===== config.mk =====
export PLATFORM = sky130hd
export DESIGN_NAME = fec_window_loss_tracker
export DESIGN_NICKNAME = d
export VERILOG_FILES = /design/src/rtl/fwlt_pkg.sv /design/src/rtl/fec_window_loss_tracker.sv
export VERILOG_INCLUDE_DIRS = /design/src /design/src/rtl
export SDC_FILE = /design/constraint.sdc
export NUM_CORES = 1
export LEC_CHECK = 0
export CAP_MARGIN = 20
export CORE_ASPECT_RATIO = 1.5
export CORE_MARGIN = 2
export CORE_UTILIZATION = 25
export DETAILED_ROUTE_END_ITERATION = 10
export DONT_BUFFER_PORTS = 1
export MAX_ROUTING_LAYER = met4
export PLACE_DENSITY = 0.39
export SYNTH_ARGS = -nofsm -noshare
export SYNTH_HDL_FRONTEND = slang
export SYNTH_SLANG_ARGS = --single-unit

===== constraint.sdc =====
create_clock -name clk -period 7.6 [get_ports clk]
set_input_delay 0.38 -clock clk [delete_from_list [all_inputs] [get_ports clk]]
set_output_delay 0.38 -clock clk [all_outputs]
set_load 0.01 [all_outputs]

===== src/rtl/assert_macros.svh =====
// assertion macros for the fec window loss tracker
`ifndef ASSERT_MACROS_SVH
`define ASSERT_MACROS_SVH

`ifndef SYNTHESIS
`define FWLT_ASSERT(lbl, prop, msg) \
	lbl: assert property (@(posedge clk) disable iff (!arst_n) prop) else $error(msg);
`define FWLT_NEVER(lbl, cond, msg) \
	lbl: assert property (@(posedge clk) disable iff (!arst_n) !(cond)) else $error(msg);
`else
`define FWLT_ASSERT(lbl, prop, msg)
`define FWLT_NEVER(lbl, cond, msg)
`endif

`endif


===== src/rtl/fwlt_pkg.sv =====
// types and constants of the fec window loss tracker
package fwlt_pkg;

	localparam int SEQ_W      = 24;
	localparam int LEN_W      = 16;
	localparam int SEG_W      = 16;
	localparam int WIN_W      = 8;
	localparam int IMG_W      = 24;
	localparam int SPAN_W     = 24;
	localparam int CNT_W      = 16;
	localparam int ACT_W      = 2;
	localparam int CFG_IDX_W  = 2;
	localparam int CFG_DATA_W = 24;

	localparam logic [SEG_W-1:0] SEG_RST = 16'd1024;
	localparam logic [WIN_W-1:0] WIN_RST = 8'd4;
	localparam logic [IMG_W-1:0] IMG_RST = 24'd0;

	localparam logic [CFG_IDX_W-1:0] REG_SEGMENT = 2'd0;
	localparam logic [CFG_IDX_W-1:0] REG_WINDOW  = 2'd1;
	localparam logic [CFG_IDX_W-1:0] REG_IMAGE   = 2'd2;

	typedef enum logic [ACT_W-1:0] {
		ACT_DATA    = 2'd0,
		ACT_NOREC   = 2'd1,
		ACT_RECOVER = 2'd2
	} action_t;

	typedef enum logic [2:0] {
		ST_IDLE,
		ST_PREP,
		ST_DIV1,
		ST_POST1,
		ST_DIV2,
		ST_POST2,
		ST_FIN
	} state_t;

endpackage


===== src/rtl/fec_window_loss_tracker.sv =====
// fec window loss tracker: packet header accounting and parity recovery commands
// a beat is taken only while idle; the next one waits until the last result is loaded
// data beats run one division by the window span, parity beats a second one by segment size
// the bit-serial restoring divider gives one quotient bit a cycle
// reset: config to 1024 / 4 / 0, window state cleared, no beat pending
`include "assert_macros.svh"

module fec_window_loss_tracker import fwlt_pkg::*; #(
	parameter int OFFSET_BITS = 24
) (
	input  logic                  clk,
	input  logic                  arst_n,
	input  logic                  cfg_wen,
	input  logic [CFG_IDX_W-1:0]  cfg_index,
	input  logic [CFG_DATA_W-1:0] cfg_data,
	input  logic                  in_valid,
	output logic                  in_ready,
	input  logic                  opcode,
	input  logic [SEQ_W-1:0]      seq_offset,
	input  logic [LEN_W-1:0]      seg_length,
	output logic                  out_valid,
	input  logic                  out_ready,
	output logic [ACT_W-1:0]      action,
	output logic [SEQ_W-1:0]      window_start,
	output logic [SEQ_W-1:0]      window_end,
	output logic [SEQ_W-1:0]      lost_offset,
	output logic [LEN_W-1:0]      lost_length
);

	localparam int OW   = OFFSET_BITS;
	localparam int CW   = (OW > SEQ_W) ? OW : SEQ_W;
	localparam int QW   = (OW > CNT_W + 1) ? OW : CNT_W + 1;
	localparam int CNTW = $clog2(OW);

	state_t state_q, state_d;

	logic [SEG_W-1:0] seg_q;
	logic [WIN_W-1:0] win_q;
	logic [IMG_W-1:0] img_q;

	logic [OW-1:0]    head_q, fl_q, exp_q;
	logic [CNT_W-1:0] count_q;

	logic             op_q;
	logic [OW-1:0]    seq_q;
	logic [LEN_W-1:0] len_q;

	logic [OW-1:0]     dvd_q;
	logic [SPAN_W-1:0] rem_q, dsr_q;
	logic [CNTW-1:0]   div_cnt_q;

	action_t          res_act_q;
	logic [SEQ_W-1:0] res_ws_q, res_we_q, res_lo_q;
	logic [LEN_W-1:0] res_ll_q;

	logic             out_valid_q;
	logic [ACT_W-1:0] action_q;
	logic [SEQ_W-1:0] ws_q, we_q, lo_q;
	logic [LEN_W-1:0] ll_q;

	logic              out_load, div_run, div_last;
	logic [SPAN_W:0]   trial, trial_sub;
	logic              trial_ge;
	logic [SPAN_W-1:0] rem_next;

	logic             div_zero, num_is0, num_is1, num_gt1, rem_nz, realign, recover;
	logic [OW-1:0]    rem_ow, span_ow, diff, seq_mr, seq_ms, head_new;
	logic [OW-1:0]    p_head, p_fl, diff2, exp_sat;
	logic [OW:0]      sum_w;
	logic [CNT_W-1:0] cnt_inc;
	logic [QW-1:0]    q2x, cnt_x, cnt_x1;
	logic [CW-1:0]    flx, imx, segx, left;
	logic [LEN_W-1:0] ll_val;

	// serial divider step
	assign trial     = {rem_q, dvd_q[OW-1]};
	assign trial_sub = trial - {1'b0, dsr_q};
	assign trial_ge  = trial >= {1'b0, dsr_q};
	assign rem_next  = trial_ge ? trial_sub[SPAN_W-1:0] : trial[SPAN_W-1:0];
	assign div_last  = div_cnt_q == CNTW'(OW - 1);

	// quotient and remainder of the finished division
	assign div_zero = dsr_q == '0;
	assign num_is0  = div_zero || dvd_q == '0;
	assign num_is1  = !div_zero && dvd_q == OW'(1);
	assign num_gt1  = !div_zero && dvd_q[OW-1:1] != '0;
	assign rem_nz   = !div_zero && rem_q != '0;
	assign rem_ow   = OW'(rem_q);
	assign span_ow  = OW'(dsr_q);

	assign diff    = (seq_q >= head_q) ? seq_q - head_q : '0;
	assign seq_mr  = seq_q - rem_ow;
	assign seq_ms  = seq_q - span_ow;
	assign sum_w   = {1'b0, seq_q} + (OW+1)'(len_q);
	assign exp_sat = sum_w[OW] ? '1 : sum_w[OW-1:0];
	assign cnt_inc = (count_q == '1) ? count_q : count_q + CNT_W'(1);

	// parity realignment by whole windows
	assign realign  = num_gt1 || (num_is1 && rem_nz);
	assign head_new = rem_nz ? seq_mr : seq_ms;
	assign p_head   = realign ? head_new : head_q;
	assign p_fl     = realign ? head_new : ((seq_q != exp_q) ? exp_q : fl_q);
	assign diff2    = (seq_q >= p_head) ? seq_q - p_head : '0;

	// exactly one missing segment check
	assign q2x     = QW'(dvd_q);
	assign cnt_x   = QW'(count_q);
	assign cnt_x1  = cnt_x + QW'(1);
	assign recover = !div_zero &&
		((rem_q != '0) ? (q2x == cnt_x) : (q2x != '0 && q2x == cnt_x1));

	// lost length clipped at object end
	assign flx    = CW'(fl_q);
	assign imx    = CW'(img_q);
	assign segx   = CW'(seg_q);
	assign left   = imx - flx;
	assign ll_val = (flx < imx) ? ((left < segx) ? LEN_W'(left) : seg_q) : '0;

	always_comb begin
		state_d = state_q;
		unique case (state_q)
			ST_IDLE:  if (in_valid) state_d = ST_PREP;
			ST_PREP:  state_d = ST_DIV1;
			ST_DIV1:  if (div_last) state_d = ST_POST1;
			ST_POST1: state_d = op_q ? ST_DIV2 : ST_FIN;
			ST_DIV2:  if (div_last) state_d = ST_POST2;
			ST_POST2: state_d = ST_FIN;
			ST_FIN:   if (!out_valid_q || out_ready) state_d = ST_IDLE;
			default:  state_d = ST_IDLE;
		endcase
	end

	always_comb begin
		in_ready = state_q == ST_IDLE;
		div_run  = state_q == ST_DIV1 || state_q == ST_DIV2;
		out_load = state_q == ST_FIN && (!out_valid_q || out_ready);
	end

	always_ff @(posedge clk or negedge arst_n) begin
		if (!arst_n) begin
			state_q     <= ST_IDLE;
			out_valid_q <= 1'b0;
			div_cnt_q   <= '0;
		end else begin
			state_q <= state_d;
			if (out_load) begin
				out_valid_q <= 1'b1;
			end else if (out_ready) begin
				out_valid_q <= 1'b0;
			end
			if (div_run) begin
				div_cnt_q <= div_last ? '0 : div_cnt_q + CNTW'(1);
			end
		end
	end

	// configuration and window state
	always_ff @(posedge clk or negedge arst_n) begin
		if (!arst_n) begin
			seg_q   <= SEG_RST;
			win_q   <= WIN_RST;
			img_q   <= IMG_RST;
			head_q  <= '0;
			fl_q    <= '0;
			exp_q   <= '0;
			count_q <= '0;
		end else begin
			if (cfg_wen) begin
				unique case (cfg_index)
					REG_SEGMENT: seg_q <= cfg_data[SEG_W-1:0];
					REG_WINDOW:  win_q <= cfg_data[WIN_W-1:0];
					REG_IMAGE:   img_q <= cfg_data[IMG_W-1:0];
					default:     ;
				endcase
			end
			if (state_q == ST_POST1) begin
				if (!op_q) begin
					if (!num_is0) begin
						head_q <= seq_mr;
						if (rem_nz) begin
							fl_q <= seq_mr;
						end
					end else if (seq_q != exp_q) begin
						fl_q <= exp_q;
					end
					exp_q   <= exp_sat;
					count_q <= num_is0 ? cnt_inc : CNT_W'(1);
				end else begin
					head_q <= p_head;
					fl_q   <= p_fl;
					if (realign) begin
						count_q <= '0;
					end
				end
			end
			if (state_q == ST_POST2) begin
				count_q <= '0;
				fl_q    <= '0;
				head_q  <= seq_q;
				exp_q   <= seq_q;
			end
		end
	end

	// beat capture, divider and result registers
	always_ff @(posedge clk) begin
		if (in_ready && in_valid) begin
			op_q  <= opcode;
			seq_q <= OW'(seq_offset);
			len_q <= seg_length;
		end
		if (state_q == ST_PREP) begin
			dvd_q <= diff;
			rem_q <= '0;
			dsr_q <= SPAN_W'(win_q) * SPAN_W'(seg_q);
		end
		if (div_run) begin
			dvd_q <= {dvd_q[OW-2:0], trial_ge};
			rem_q <= rem_next;
		end
		if (state_q == ST_POST1) begin
			if (op_q) begin
				dvd_q <= diff2;
				rem_q <= '0;
				dsr_q <= SPAN_W'(seg_q);
			end else begin
				res_act_q <= ACT_DATA;
				res_ws_q  <= '0;
				res_we_q  <= '0;
				res_lo_q  <= '0;
				res_ll_q  <= '0;
			end
		end
		if (state_q == ST_POST2) begin
			res_act_q <= recover ? ACT_RECOVER : ACT_NOREC;
			res_ws_q  <= SEQ_W'(head_q);
			res_we_q  <= SEQ_W'(seq_q);
			res_lo_q  <= recover ? SEQ_W'(fl_q) : '0;
			res_ll_q  <= recover ? ll_val : '0;
		end
		if (out_load) begin
			action_q <= res_act_q;
			ws_q     <= res_ws_q;
			we_q     <= res_we_q;
			lo_q     <= res_lo_q;
			ll_q     <= res_ll_q;
		end
	end

	assign out_valid    = out_valid_q;
	assign action       = action_q;
	assign window_start = ws_q;
	assign window_end   = we_q;
	assign lost_offset  = lo_q;
	assign lost_length  = ll_q;

	`FWLT_ASSERT(a_accept_starts, in_valid && in_ready |=> state_q == ST_PREP, "beat taken outside idle")
	`FWLT_ASSERT(a_cnt_idle, !div_run |-> div_cnt_q == '0, "divider count left running")
	`FWLT_ASSERT(a_rem_bound, div_run && dsr_q != '0 |-> rem_q < dsr_q, "partial remainder too large")
	`FWLT_ASSERT(a_data_clean, out_valid && action == ACT_DATA |-> window_start == '0 && lost_length == '0, "data beat with window fields")
	`FWLT_NEVER(a_ll_bound, out_valid && action == ACT_RECOVER && lost_length > seg_q, "lost length beyond segment")

endmodule


* After elaboration in Yosys (flattened, before gate mapping)
Index checks and enable logic that the tools add are counted.
** Word-level totals
- Logic and storage cells :: 159
- Input bits :: 72
- Bits in registers :: 438
- Output and inout bits :: 92
** Operators by class
- Equality and inequality tests :: 22
- Multiply operators :: 1
- Reductions and logical operators :: 32
- Add/subtract/negate cells :: 10
- Mux-type cells :: 63
- $lt $le $gt $ge :: 5
** Operators with widths (count)
- 24-bit two-way mux :: 37
- 16-bit two-way mux :: 12
- 24-bit subtractor :: 6
- 24-bit >= comparator :: 2
- 24-bit logical NOT :: 2
- 24-bit nonzero test :: 2
- 24-bit by 16-bit adder with 25-bit output :: 1
- 25-bit by 24-bit >= comparator with 1-bit output :: 1
- 24-bit by 1-bit equality test with 1-bit output, second input constant :: 1
- 24-bit by 16-bit equality test with 1-bit output :: 1
- 24-bit by 17-bit equality test with 1-bit output :: 1
- 24-bit by 16-bit less-than comparator with 1-bit output :: 1
- 24-bit less-than comparator :: 1
- 8-bit by 16-bit multiplier with 24-bit output :: 1
- 24-bit != test :: 1
- 23-bit nonzero test :: 1
- 3-bit case mux with 7 select lines :: 1
- 16-bit by 1-bit adder with 17-bit output, second input constant :: 1
- 16-bit by 1-bit adder with 16-bit output, second input constant :: 1
- 16-bit equality test, second input constant :: 1
- 3-bit two-way mux :: 4
- 2-bit AND reduction :: 6
- 2-bit two-way mux :: 5
- 3-bit equality test, second input constant :: 3
- 22 further kinds :: 40

* Logic depth before layout (Yosys ltp)
Gate-level depths: netlist of the first run.
- Depth in word-level cells :: 10
- Mapped depth :: 27
- Depth with buffers taken out :: 26

* Least setup slack after synthesis of the first run
Ideal clock, no wire load.
- Kind :: reg-to-reg
- Start point :: reg state_q[0]
- End point :: reg action_q[0], in the netlist action[0], enable pin
- Stages on the path, launching flop included :: 6
- Setup slack :: 2.048 ns
- Arrival time :: 5.003 ns
- Path buffers :: 3
- Library setup time :: 0.549 ns
- Cell sequence :: dfrtp_1 buf_6 clkbuf_1 clkbuf_1 nand3b_1 nor2b_1
** On the way
- Longest elaborated chain between the ends :: 2
** Ends and longest elaborated chain
- from (decl) :: RTL line fec_window_loss_tracker.sv:35 : state_t state_q, state_d;
- from (signal assigned) :: RTL line fec_window_loss_tracker.sv:145 : state_q <= state_d;
- 3-bit equality test :: RTL line fec_window_loss_tracker.sv:136 : out_load = state_q == ST_FIN && (!out_valid_q || out_ready);
- 1-bit logical AND :: RTL line fec_window_loss_tracker.sv:136
- net out_load :: RTL line fec_window_loss_tracker.sv:61 : logic out_load, div_run, div_last;
- to (signal assigned) :: RTL line fec_window_loss_tracker.sv:242 : action_q <= res_act_q;
- to (decl) :: RTL line fec_window_loss_tracker.sv:57 : logic [ACT_W-1:0] action_q;
The timed path passes the listed nets, and every way through them passes these cells.
A chain may end at the register's enable or synchronous reset.

* Worst setup path after layout of the first run
- Start point :: reg seq_q[0]
- End point :: reg dvd_q[21]
** On the way
- Longest elaborated chain between the ends :: 7
- Elaborated cells on any way between the ends :: 14
- Those cells by class :: add/sub (4); order compare (2); mux (8)
** Ends and longest elaborated chain
- from (decl) :: RTL line fec_window_loss_tracker.sv:45 : logic [OW-1:0] seq_q;
- from (signal assigned) :: RTL line fec_window_loss_tracker.sv:209 : seq_q <= OW'(seq_offset);
- 24-bit subtractor (on tied branches) :: RTL line fec_window_loss_tracker.sv:93, fec_window_loss_tracker.sv:92
- 24-bit two-way mux :: RTL line fec_window_loss_tracker.sv:100 : assign head_new = rem_nz ? seq_mr : seq_ms;
- 24-bit two-way mux :: RTL line fec_window_loss_tracker.sv:101 : assign p_head = realign ? head_new : head_q;
- 24-bit subtractor or 24-bit >= comparator (tied branches) :: RTL line fec_window_loss_tracker.sv:103 : assign diff2 = (seq_q >= p_head) ? seq_q - p_head : '0;
- 24-bit two-way mux :: RTL line fec_window_loss_tracker.sv:103
- 24-bit two-way mux :: RTL line fec_window_loss_tracker.sv:222 : if (op_q) begin
- 24-bit two-way mux * :: RTL line fec_window_loss_tracker.sv:221 : if (state_q == ST_POST1) begin
- to (signal assigned) :: RTL line fec_window_loss_tracker.sv:213 : dvd_q <= diff;
- to (signal assigned) :: RTL line fec_window_loss_tracker.sv:218 : dvd_q <= {dvd_q[OW-2:0], trial_ge};
- to (signal assigned) :: RTL line fec_window_loss_tracker.sv:223 : dvd_q <= diff2;
- to (decl) :: RTL line fec_window_loss_tracker.sv:48 : logic [OW-1:0] dvd_q;
Mark *: on every way between the ends. The rest lies on a longest branch, timed or not.

==> impl_results.md, run 1 <==
* Pin count of the biggest net entering global routing at 146
* Critical path startpoint category: flip-flop
* Cell area after layout at 35640 µm²
* Worst hold path class: input pin to flip-flop
* Remaining DRCs at 0
* PD cells at 533.4 nW/µm²
* Count of input and output buffers at 0
* Worst-case clock buffer depth at 3
* DR vias at 25180
* WHS Path Cells at 3
* Hold path endpoint: seg_q[2]
* Lkg Pwr at 14.67 nW
* Post-synth EDFFs at 221
* Rel. slew slack at 0.2543
* Worst Path Required at 8170 ps
* Crit-path max cell delay at 720 ps
* Crit Path Max Fanout at 24
* Critical path arrival at 7350 ps
* Fraction of layout cells with a size suffix above 1 at 0.07607
* Vias in the first global route at 26080
* Vias per cell at 5.002
* Tcrit/Tclk final at 0.8924
* Yosys top cell area share at 0.2133
* DP Wirelength at 95110 µm
* R2r startpoint: seq_q[0]
* Critical path cell sequence: inv_1 -> ha_1 -> inv_1 -> fa_1 -> a211oi_2 -> o211ai_2 -> a31o_1 -> a31o_4 -> a21o_2 -> a21o_1 -> xnor2_1 -> nand2_1 -> o21ai_0 -> mux2i_1 -> ha_1 -> nand4_1 -> nor4_1 -> nand4_1 -> nor2_1 -> a2111oi_1 -> or4_1 -> buf_12 -> o221ai_1
* Root buf cell: clkbuf_16
* Core Rows at 158
* Placer Congestion at 0.9202
* Congestion Overflow GR at 0
* Gate Count Post-Synth at 3334
* Min Clock Period, post-route at 6782 ps
* Netlist cell types at 104
* Final hold slack at 160.7 ps
* Slew Limit Fails at 0
* CP Class: flip-flop to flip-flop
* Routed wire length at 122100 µm
* Max-cap check violation count at 0
* Path depth of the worst reg2reg path at 23
* Synth Register Bits at 438
* I/O pins at 164
* Chip Width at 292.1 µm
* Chip height at 436.1 µm
* Max Freq at 147.4 MHz
* Synth warn at 0
* Status: completed
* First-pass GRT wire length at 179000 µm
* Setup WS pre-CTS at 948.1 ps
* Die area at 127400 µm²
* Initial DRC Count at 1590
* RSZ-0062 raised after global routing: false
* Worst-path clk slew at 70 ps
* CTS tree: done
* Area grow syn2layout at 14.55%
* VDD IR max at 250.4 µV
* Slew @ Worst Pin at 1117 ps
* Clock sinks at 438
* R2R Path End: dvd_q[21]
* Post-layout nets at 3766
* Hold Vio Cnt, Final at 0
* Syn Nets at 3714
* TritonCTS Buffers at 53
* Setup repair bufs after CTS at 0
* Filler Cell Count at 13040
* Clk_skew at 55.95 ps
* FF-to-FF setup slack at 820 ps
* Cell Area, Synth at 31120 µm²
* H-tree depth at 2
* Async set-reset flop share out of synthesis at 0.3311
* Fin worst setup slack at 817.9 ps
* Wirelength per Cell at 24.25 µm
* Avg Inst Size Synth at 9.333 µm²
* DRT antenna net count at 0
* GRT Util Overall at 0.1952
* Crit-path slowest cell: nor4_1
* Skew-Pair Late Insertion Delay at 670 ps
* Core area at 123600 µm²
* Most common cell after layout, fill and taps aside: a21oi_1
* DP Area at 33050 µm²
* Hold wc startpoint: cfg_index[1]
* # setup viols final at 0
* Leading area contributor after synthesis: edfxtp_1
* Antenna violations before repair at 5
* Post-Route Setup TNS at 0 ps
* Crit. End Element: flip-flop
* Most frequent cells in the layout: 302 x a21oi_1, 301 x nor2_1, 271 x inv_1
* Initial Utilization at 0.2518
* Seq/Total Area, Yosys at 0.3763
* Top_reg_cell synth: edfxtp_1
* Largest cells by area after synthesis: edfxtp_1 21%, dfrtp_1 11%, ha_1 8.7%
* DRT Pass-1 Iters at 5
cells by family after synthesis:
group | share of synthesized area
buf+inv | 0.05428
compound gates | 0.1855
fa+ha+maj | 0.1465
xor+xnor | 0.05404
mux | 0.02746
flops | 0.3763
simple gates | 0.1560
per-layer routing:
layer,global-route usage,vias up,wire length (µm)
met2,0.3481,561,63100
met1,0.2216,12470,49590
li1,-,11960,-
met4,0.07815,0,5726
met3,0.02186,200,3659
met5,-,-,0
cell usage after synthesis (15+ instances only):
master,count
nand3_1,51
mux2_2,35
o211ai_1,25
o31ai_1,24
o21a_1,33
edfxtp_1,221
dfxtp_1,72
nor2b_1,31
nand4_1,34
ha_1,217
xor2_1,66
xnor2_1,126
nor4_1,29
inv_1,272
a211oi_1,27
o21ai_0,229
dfrtp_1,143
a221oi_1,18
fa_1,91
nand2_1,223
a21oi_1,303
and3_1,42
o22ai_1,15
mux2i_1,46
clkbuf_1,112
o21bai_1,17
nor2_1,304
a21o_1,73
a31oi_1,26
and2_1,121
nor3_1,64
nand2b_1,26
state kept, by name (all words and copies together) (netlist names), 24 cells and up:
| register | flops |
|---|---|
| dsr_q | 24 |
| dvd_q | 24 |
| exp_q | 24 |
| fl_q | 24 |
| head_q | 24 |
| img_q | 24 |
| lost_offset | 24 |
| rem_ow | 24 |
| res_lo_q | 24 |
| res_we_q | 24 |
| res_ws_q | 24 |
| seq_q | 24 |
| window_end | 24 |
| window_start | 24 |
critical path: cells and delay by family, from the launching register on:
family	cells	cell delay, ps
flip-flops	1	440
AND/OR/NAND/NOR	6	1820
AO/OA/AOI/OAI	9	1990
adder cells (fa/ha/maj)	3	1210
buffers and inverters	3	520
XOR/XNOR	1	480
multiplexers	1	220
how the worst max path moves through the flow:
stage	startpoint	end	slack, ps	depth (start not counted)
2_1_floorplan	state_q[0]	action[0]	2050	5
3_3_place_gp	seq_q[0]	dvd_q[21]	1040	23
3_5_place_dp	seq_q[0]	dvd_q[21]	950	23
4_1_cts	seq_q[0]	dvd_q[21]	930	23
5_1_grt	seq_q[0]	dvd_q[21]	690	23
6_report	seq_q[0]	dvd_q[21]	820	23
power by group:
group	total, W	switching, W	internal, W
logic	0.0122	0.00745	0.00478
clock network	0.00277	0.00115	0.00162
registers	0.00401	0.000802	0.00321
total	0.0190	0.00940	0.00961
layout make-up:
class | count | area, µm² | area share
antenna | 4 | 10.01 | 0.0002808
clock buffer | 65 | 1433 | 0.04019
timing repair buffer | 135 | 1216 | 0.03412
multi-input combinational | 2486 | 17810 | 0.4996
inverter | 272 | 1023 | 0.02871
tap | 1600 | 2002 | 0.05616
clock inverter | 35 | 442.9 | 0.01243
sequential | 438 | 11710 | 0.3285
through the flow:
step | util | std cells | power [W]
after global placement | 0.2675 | 4862 | 0.01627
after floorplan | - | 3334 | 0.01265
after global routing | 0.2885 | 5034 | 0.02063
after CTS | 0.2884 | 5031 | 0.01915
after detailed placement | 0.2675 | 4862 | 0.01614
final | 0.2885 | 5035 | 0.01901
what timing repair did:
item                                    CTS  global route
endpoints found under the setup margin    0             0
hold endpoints to repair                236             0
hold buffers                             69             0
resized for setup                         0             0
(Power assumes the default switching activity.)
==> run 2, diff against run 1 <==
--- a/config.mk
+++ b/config.mk
@@ -12,8 +12,10 @@
 export CORE_UTILIZATION = 25
 export DETAILED_ROUTE_END_ITERATION = 10
 export DONT_BUFFER_PORTS = 1
+export GPL_TIMING_DRIVEN = 0
 export MAX_ROUTING_LAYER = met4
 export PLACE_DENSITY = 0.39
+export RECOVER_POWER = 100
 export SYNTH_ARGS = -nofsm -noshare
 export SYNTH_HDL_FRONTEND = slang
 export SYNTH_SLANG_ARGS = --single-unit
==> run 2 against run 1 <==
The flow now finishes with violations (max-capacitance violations, max-slew violations); core utilization shrank 0.054 points; final area shrank 0.19%; highest routed layer unchanged; worst hold slack lost 110 ps; critical path depth grew 2; maximum frequency shrank 3.1%.
==> impl_results.md, run 2 (synthesis gave the netlist of run 1 again) <==
* CTS tree: done
* Count of input and output buffers at 0 (unchanged)
* Hold Vio Cnt, Final at 0 (unchanged)
* Setup repair bufs after CTS at 0 (unchanged)
* CP Class: flip-flop to flip-flop
* Crit. End Element: flip-flop
* Rel. slew slack at -1.861 (-2.115)
* Skew-Pair Late Insertion Delay at 660 ps (about the same)
* Congestion Overflow GR at 0 (unchanged)
* First-pass GRT wire length at 184500 µm (+3.1%)
* Root buf cell: clkbuf_16
* Path depth of the worst reg2reg path at 25 (+8.7%)
* CP endpoint: dvd_q[7]
* FF-to-FF setup slack at 600 ps (-220 ps)
* Crit Path Max Fanout at 10 (-58%)
* Area grow syn2layout at 14.33%
* Min Clock Period, post-route at 7001 ps (+218.7 ps)
* DP Wirelength at 100700 µm (+5.9%)
* H-tree depth at 2 (unchanged)
* Post-layout nets at 3847 (+2.2%)
* Core Rows at 158 (unchanged)
* I/O pins at 164 (unchanged)
* Slew Limit Fails at 312 (+312)
* Core Util, Final at 0.2879 (-0.0005370)
* Hold-fix buffers, CTS at 68 (-1.4%)
* Vias per cell at 5.030 (+0.56%)
* VDD IR max at 202.0 µV (-19%)
* Critical path startpoint category: flip-flop
* Placer Congestion at 0.9399 (+2.1%)
* Max Freq at 142.8 MHz (-3.1%)
* Max-cap check violation count at 7 (+7)
* Worst Path Required at 8170 ps (about the same)
* Fraction of layout cells with a size suffix above 1 at 0.05241 (-0.02366)
* Critical Path Start: seq_q[0]
* Chip Width at 292.1 µm (unchanged)
* DR vias at 25720 (+2.1%)
* Clock sinks at 438 (unchanged)
* Failing checks: max-capacitance violations, max-slew violations
* Vias in the first global route at 26380 (+1.2%)
* Pin count of the biggest net entering global routing at 146 (unchanged)
* Remaining DRCs at 0 (unchanged)
* DRT antenna net count at 0 (unchanged)
* PD cells at 549.5 nW/µm² (+3.0%)
* Crit-path slowest cell: xnor2_1
* Post-Route Setup TNS at 0 ps (unchanged)
* Final non-filler cell total at 5113 (+1.5%)
* Worst-case clock buffer depth at 3 (unchanged)
* Routed wire length at 126700 µm (+3.8%)
* Core area at 123600 µm² (unchanged)
* DP Cell Count at 4943 (+1.7%)
* GRT Util Overall at 0.2018 (+0.006636)
* Antenna violations before repair at 4 (-1)
* Tcrit/Tclk final at 0.9212 (+0.02877)
* Initial DRC Count at 1893 (+19%)
* Lkg Pwr at 14.53 nW (-0.90%)
* Worst hold path class: input pin to flip-flop
* Wirelength per Cell at 24.78 µm (+2.2%)
* Chip height at 436.1 µm (unchanged)
* Critical path arrival at 7570 ps (+220 ps)
* DRT Pass-1 Iters at 6 (+1)
* RSZ-0062 raised after global routing: false
* TritonCTS Buffers at 54 (+1.9%)
* Post-CTS sizing at 0 (unchanged)
* Worst-path clk slew at 60 ps (about the same)
* Die area at 127400 µm² (unchanged)
* R2r startpoint: seq_q[0]
* Initial Utilization at 0.2518 (unchanged)
* # setup viols final at 0 (unchanged)
* Most frequent cells in the layout: 304 x nor2_1, 304 x a21oi_1, 272 x inv_1
* Crit-path max cell delay at 690 ps (-30 ps)
* R2R Path End: dvd_q[7]
* Slew @ Worst Pin at 4291 ps (+3173 ps)
* Power Total at 0.01955 W (+2.8%)
* Status: complete, but fails checks
* Clk_skew at 37.33 ps (-18.62 ps)
run 2: where the power goes:
| group | leakage (nW) | internal (W) | switching, W |
|---|---|---|---|
| Sequential | 4.41 | 0.00322 | 0.000794 |
| Clock | 0.895 | 0.00162 | 0.00118 |
| Combinational | 9.23 | 0.00475 | 0.00798 |
| Total | 14.5 | 0.00960 | 0.00995 |
run 2: worst max-delay path: cells and delay by family (launching register included):
family / cells / cell delay, ps
simple gates: 6 / 1470
compound gates: 9 / 2080
buf+inv: 5 / 950
xor+xnor: 1 / 690
flops: 1 / 520
fa+ha+maj: 3 / 960
mux: 1 / 200
run 2: layout make-up:
cell class              count  area, µm²
inverters                 272       1021
clock inverters            43      536.8
fillers                 13130      87980
flip-flops and latches    438      11710
well taps                1600       2002
plain buffers             138      645.6
diodes                      2      5.005
multi-input cells        2486      17580
repair buffers             77      718.2
clock buffers              57       1363
run 2: metal layers:
layer,vias up,wire length (µm),global-route usage
li1,12110,-,-
met1,12670,50060,0.2294
met2,703,65480,0.3592
met3,236,4958,0.02069
met4,0,6199,0.08505
met5,-,0,-
run 2: worst min path at each step:
stage,cells after the start,end,start,slack [ps]
6_report,4,state_q[0],in_valid,50
5_1_grt,2,seg_q[0],cfg_index[0],80
4_1_cts,4,state_q[0],in_valid,7
3_5_place_dp,0,exp_q[4],arst_n,100
3_3_place_gp,0,exp_q[4],arst_n,100
2_1_floorplan,0,count_q[0],arst_n,80
run 2: metrics by stage:
| stage | hold WS (ps) | area [µm²] | setup slack [ps] |
|---|---|---|---|
| finish | 47.81 | 35580 | 599.2 |
| global route | 78.34 | 35580 | 369.7 |
| floorplan | 84.41 | 31120 | 2048 |
| detailed placement | 104.0 | 33280 | 909.4 |
| CTS | 6.648 | 35870 | 834.6 |
| global placement | 104.8 | 33120 | -1734 |
